### config.mk
export PLATFORM = sky130hd
export DESIGN_NAME = tpbl_coef_bank
export DESIGN_NICKNAME = d
export VERILOG_FILES = /design/src/sv/tpbl_pkg.sv /design/src/sv/tpbl_coef_bank.sv
export SDC_FILE = /design/constraint.sdc
export NUM_CORES = 1
export LEC_CHECK = 0
export BUFFER_PORTS_ARGS = -buffer_cell sky130_fd_sc_hd__clkbuf_2
export CAP_MARGIN = 20
export CORE_ASPECT_RATIO = 1.2
export CORE_UTILIZATION = 40
export CTS_BUF_LIST = sky130_fd_sc_hd__clkbuf_16
export DETAILED_ROUTE_END_ITERATION = 10
export PLACE_DENSITY = 0.71
export SLEW_MARGIN = 20
export SYNTH_ARGS = -nofsm -noshare
export SYNTH_HDL_FRONTEND = slang
export SYNTH_SLANG_ARGS = --single-unit
### constraint.sdc
create_clock -name clk -period 3.25 [get_ports clk]
set_input_delay 0.325 -clock clk [delete_from_list [all_inputs] [get_ports clk]]
set_output_delay 0.325 -clock clk [all_outputs]
set_load 0.005 [all_outputs]
### src/sv/tpbl_pkg.sv
// shared types, constants and coefficient tables for the three-pole low-pass filter
package tpbl_pkg;

  // word and arithmetic widths
  localparam int SAMPLE_W      = 32;
  localparam int COEF_W        = 23;
  localparam int FRAC_SHIFT    = 20;
  localparam int PROD_W        = SAMPLE_W + COEF_W;
  localparam int ACC_W         = PROD_W + 3;
  localparam int WIDE_W        = ACC_W - FRAC_SHIFT;
  localparam int PERIOD_W      = 5;
  localparam int WARM_W        = 4;
  localparam int ROM_SIZE      = 20;
  localparam int TABLE_ENTRIES = 20;
  localparam int IDX_W         = $clog2(ROM_SIZE);
  localparam int HIST_DEPTH    = 3;

  localparam logic [PERIOD_W-1:0] HP_RESET = PERIOD_W'(10);
  localparam logic [WARM_W-1:0]   WARM_MAX = WARM_W'(13);

  typedef logic signed [SAMPLE_W-1:0] sample_t;
  typedef logic signed [COEF_W-1:0]   coef_t;
  typedef sample_t hist_t [HIST_DEPTH];
  typedef int micro_tab_t [ROM_SIZE];
  typedef coef_t coef_tab_t [ROM_SIZE];
  typedef logic [WARM_W-1:0] warm_tab_t [ROM_SIZE];

  // one selected coefficient set (b3 equals b0, b2 equals b1)
  typedef struct packed {
    coef_t b0;
    coef_t b1;
    coef_t a1;
    coef_t a2;
    coef_t a3;
  } coef_set_t;

  // coefficients in millionths
  localparam micro_tab_t B0_MICRO = '{170149, 100733, 50373, 27610, 16541, 10629, 7213, 5111,
    3750, 2831, 2188, 1726, 1385, 1128, 931, 778, 656, 558, 479, 414};
  localparam micro_tab_t B1_MICRO = '{510448, 302200, 151118, 82830, 49622, 31887, 21640,
    15334, 11250, 8492, 6565, 5179, 4156, 3385, 2794, 2333, 1967, 1674, 1437, 1242};
  localparam micro_tab_t A1_MICRO = '{-336246, 398405, 1080990, 1505892, 1783327, 1976163,
    2117205, 2224560, 2308883, 2376806, 2432658, 2479376, 2519020, 2553078, 2582648,
    2608560, 2631451, 2651819, 2670059, 2686486};
  localparam micro_tab_t A2_MICRO = '{-26816, -247486, -607116, -934652, -1200263, -1412114,
    -1582459, -1721388, -1836396, -1932941, -2015013, -2085571, -2146834, -2200500,
    -2247883, -2290012, -2327708, -2361631, -2392315, -2420202};
  localparam micro_tab_t A3_MICRO = '{1867, 43214, 123145, 207880, 284610, 350920, 407548,
    455938, 497514, 533488, 564848, 592385, 616731, 638395, 657784, 675232, 691011,
    705347, 718425, 730403};

  // warm-up length per period
  localparam warm_tab_t WARM_TAB = '{4'd1, 4'd2, 4'd2, 4'd3, 4'd4, 4'd4, 4'd5, 4'd5, 4'd6,
    4'd7, 4'd7, 4'd8, 4'd8, 4'd9, 4'd10, 4'd10, 4'd11, 4'd11, 4'd12, 4'd13};

  // millionths to Q3.20, rounded half away from zero
  function automatic coef_tab_t q20_tab(input micro_tab_t micro);
    coef_tab_t res;
    longint    m;
    for (int i = 0; i < ROM_SIZE; i++) begin
      m = longint'(micro[i]);
      if (m >= 0) begin
        res[i] = COEF_W'((m * 1048576 + 500000) / 1000000);
      end else begin
        res[i] = COEF_W'(-(((-m) * 1048576 + 500000) / 1000000));
      end
    end
    return res;
  endfunction

  localparam coef_tab_t B0_TAB = q20_tab(B0_MICRO);
  localparam coef_tab_t B1_TAB = q20_tab(B1_MICRO);
  localparam coef_tab_t A1_TAB = q20_tab(A1_MICRO);
  localparam coef_tab_t A2_TAB = q20_tab(A2_MICRO);
  localparam coef_tab_t A3_TAB = q20_tab(A3_MICRO);

  // a period the register accepts
  function automatic logic period_ok(input logic [PERIOD_W-1:0] p);
    return (p != '0) && (p <= PERIOD_W'(TABLE_ENTRIES));
  endfunction

  // table row for a period
  function automatic logic [IDX_W-1:0] period_idx(input logic [PERIOD_W-1:0] p);
    logic [PERIOD_W-1:0] d;
    d = p - PERIOD_W'(1);
    return d[IDX_W-1:0];
  endfunction

endpackage

### src/sv/tpbl_coef_bank.sv
// coefficient set and warm-up length selected by the period register
module tpbl_coef_bank import tpbl_pkg::*; (
  input  logic                clk,
  input  logic                rst_n,
  input  logic                cfg_we,
  input  logic [PERIOD_W-1:0] cfg_data,
  output coef_set_t           coef,
  output logic [WARM_W-1:0]   warm_len,
  output logic                restart
);

  coef_set_t        coef_r;
  logic [IDX_W-1:0] idx;

  // out-of-range periods are dropped
  assign restart  = cfg_we && period_ok(cfg_data);
  assign idx      = period_idx(cfg_data);
  assign warm_len = WARM_TAB[idx];
  assign coef     = coef_r;

  // load the selected row on reset and on each accepted write
  always_ff @(posedge clk) begin
    if (!rst_n) begin
      coef_r.b0 <= B0_TAB[period_idx(HP_RESET)];
      coef_r.b1 <= B1_TAB[period_idx(HP_RESET)];
      coef_r.a1 <= A1_TAB[period_idx(HP_RESET)];
      coef_r.a2 <= A2_TAB[period_idx(HP_RESET)];
      coef_r.a3 <= A3_TAB[period_idx(HP_RESET)];
    end else if (restart) begin
      coef_r.b0 <= B0_TAB[idx];
      coef_r.b1 <= B1_TAB[idx];
      coef_r.a1 <= A1_TAB[idx];
      coef_r.a2 <= A2_TAB[idx];
      coef_r.a3 <= A3_TAB[idx];
    end
  end

endmodule

==> results by group <==
Setup path
  • Arr. time, crit path: roughly 2600 ps
  • Crit Path Class: input port to primary output
  • Critical Path Fanout Max: 25
  • FF-to-FF Start: coef[76]
  • Delay of the slowest critical-path stage: around 490 ps
  • Crit. End Element: primary output
  • Register-to-register setup slack: around 2300 ps
  • Delay-heaviest family, CP: buffers and inverters
  • R2R cell count: 2
  • Cell mode on critical path: clkbuf_2
  • Critical path buffers and inverters: 4
  • Crit-path cells: clkbuf_2 -> clkinv_1 -> ha_2 -> nand2_1 -> inv_1 -> o41ai_1 -> clkbuf_2
  • Crit path launch type: input port
  • Crit path required time: about 3000 ps
  • Reg2reg end: coef[76]
  • Critical path's slowest cell: o41ai_1

Pwr
  • Cell area power density: 475 nW/um^2
  • VDD IR max: between 0.2 and 0.25 mV
  • Pleak: 2.92 nW

Clock tree
  • H-tree levels: 3
  • Post-CTS Setup Inserts: 0
  • Root buffer cell: clkbuf_16
  • Number of buffers created by CTS: 9
  • CTS tree: done
  • # hold bufs at CTS: 0
  • CTS resizes: 0
  • CTS Buffer Depth: 2
  • CTS sink count: 100
  • Clock Pin Slew Worst Setup and Hold Paths: 70 ps
  • Worst-Skew Late Latency: between 300 and 400 ps

STA
  • Setup ws final: 308 ps
  • Hold_ws: 387 ps
  • Tcrit/Tclk final: 90.5%
  • Clk_skew: 0 ps
  • Final setup fails: 0
  • Fmax: roughly 340 MHz
  • Slew Limit Fails: 0
  • RSZ-0062 raised after global routing: no
  • TNS Setup: 0 ps
  • Hold Vio Cnt, Final: 0
  • Worst slew pin tran: 822 ps
  • Worst slew margin relative to its limit: roughly 45%
  • Final min period: just under 3000 ps

Cells and area
  • Layout cells sized above 1: ~22%
  • Final Net Count: 914
  • Synth-to-Final Area Change: 16.3%
  • Max FFs per register: 100
  • Number of antenna cells inserted: 0
  • Layout fillers: ~1500
  • Finished Layout Cells: ~1100

Detailed routing
  • Residual DRC: 0
  • Routed Antenna Nets: 0
  • DRT Pass-1 Iters: 6
  • Drt wl/cell: between 20 and 25 um
  • Vias: 6913
  • DRT Wirelength: 25000 um
  • Number of DRC markers in iteration 0: 849
  • Vias/cell: ~6.3

Floorplanning
  • Site Rows: slightly below 50
  • Die area: between 15000 and 20000 sq um
  • Initial core utilization: about two fifths
  • Die Wd: about 120 um
  • Total core area: between 15000 and 20000 sq um
  • Die Y: around 140 um
  • Num ports: ~130

Logic synthesis
  • Mux contribution to synthesized area: around 1.2%
  • Adder-Cell Fraction of Synth Area: under 10%
  • Simple-Gate Fraction of Synth Area: 19.7%
  • Post-Syn Area: 6180 sq um
  • Number of library cell types mapped by synthesis: 80
  • Synth Register Bits: 100
  • Post-Syn Instances: ~820
  • Synth Warn #: 0
  • Post-synth ARST share: 0%
  • Main synth FF type: dfxtp_1
  • Synth Area in XOR/XNOR: less than 1%
  • Main combinational cell family by area after synthesis: compound AO/OA/AOI/OAI gates
  • Mean Syn Cell Area: 7.56 sq um
  • Synth Area in Compound Gates: around a third
  • EDFF count, synth: 0
  • Sequential share of the synthesized area: about a third

GRT
  • GRT Util Overall: between 30% and 40%
  • Vias in the first global route: 6400
  • Initial antenna violation count: 0
  • GRT Residual Overflow: 0
  • First-pass GRT wire length: between 30000 and 40000 um
  • Largest net degree at the start of global routing: just under 60

Run status
  • Status: finished clean

Worst hold path
  • Hold Path End: coef[46]
  • Hold depth: 4
  • HP Start: cfg_we
  • Tightest Hold Check Type: input port to flop

Placed design
  • Hpwl dp: 18000 um
  • Total placed cells including tap cells: 1086
  • GPL Wtd Cong: 1.02
  • Dpl ws: 373 ps
  • I/O Buffers: between 100 and 150

Flow run
  • Max_cap viols: 0
## through the flow
| step | total power [W] | area (sq um) | utilization [%] |
|---|---|---|---|
| floorplan | 0.00197 | 6220 | - |
| global placement | 0.00234 | 6890 | 45.9 |
| detailed placement | 0.00233 | 6890 | 45.9 |
| CTS | 0.00340 | 7190 | 47.8 |
| global route | 0.00355 | 7190 | 47.8 |
| finish | 0.00341 | 7190 | 47.8 |
## logic make-up after synthesis
family	Yosys count
and+or+nand+nor	254
buffers and inverters	119
xor gates and xnor gates	6
AOI/OAI and AO/OA	315
muxes	7
DFF	100
other	2
adders and majority gates	14
## per-layer routing
metal  share of wire (%)  global-route usage (%)
met5                   0                       0
met4                 4.8                    17.0
met3                 8.7                    5.70
met2                  46                    47.6
met1                  40                    41.5
## report_power, final
| group | switching, W | total (W) | leakage, nW | internal, W |
|---|---|---|---|---|
| sequential | 0.0000544 | 0.00137 | 0.823 | 0.00132 |
| combinational | 0.000631 | 0.000961 | 1.95 | 0.000330 |
| clock | 0.000482 | 0.00108 | 0.148 | 0.000594 |
## worst min-delay path, cell delays in order
cell	delay (ps)
clkbuf_2	110
nand4_1	120
o21ai_0	90
nor3_1	50
## worst max path at each step
stage,from,to,slack [ps],cells past startpoint
6_report,cfg_data[2],warm_len[1],310,7
5_1_grt,cfg_data[2],warm_len[1],230,7
4_1_cts,cfg_data[2],warm_len[1],360,7
3_5_place_dp,cfg_data[2],warm_len[1],370,7
3_3_place_gp,cfg_data[0],coef[26],340,9
2_1_floorplan,cfg_data[0],warm_len[2],70,13
## layout by cell type, fill, tap and decap left out, types with 15 or more instances in the layout
cell and count:
a21oi_1 89, a31oi_1 17, buf_4 42, clkbuf_2 115, dfxtp_1 100, nand2_1 84, nand3_1 31, nor2_1 61
nor3_1 16, o21ai_0 63, o21ai_1 15
## cell usage after synthesis, types with 15 or more instances
library cell	n	area [sq um]
buf_2	27	135
nor2_1	61	229
a31oi_1	17	106
dfxtp_1	100	2000
o21ai_1	15	75.1
nand3_1	31	155
nand2_1	84	315
o21ai_0	63	315
clkbuf_1	46	173
nor3_1	17	85.1
a21oi_1	89	445
buf_4	23	173
## cell type report
| class | count | area (sq um) | area share (%) |
|---|---|---|---|
| Clock inverter | 7 | 67.6 | 0.940 |
| Clock buffer | 9 | 225 | 3.13 |
| Tap cell | 204 | 255 | 3.55 |
| Inverter | 14 | 52.6 | 0.731 |
| Sequential cell | 100 | 2000 | 27.9 |
| Timing Repair Buffer | 160 | 951 | 13.2 |
| Multi-Input combinational cell | 608 | 3630 | 50.5 |
Note: power is estimated with default switching activity, not from simulation.
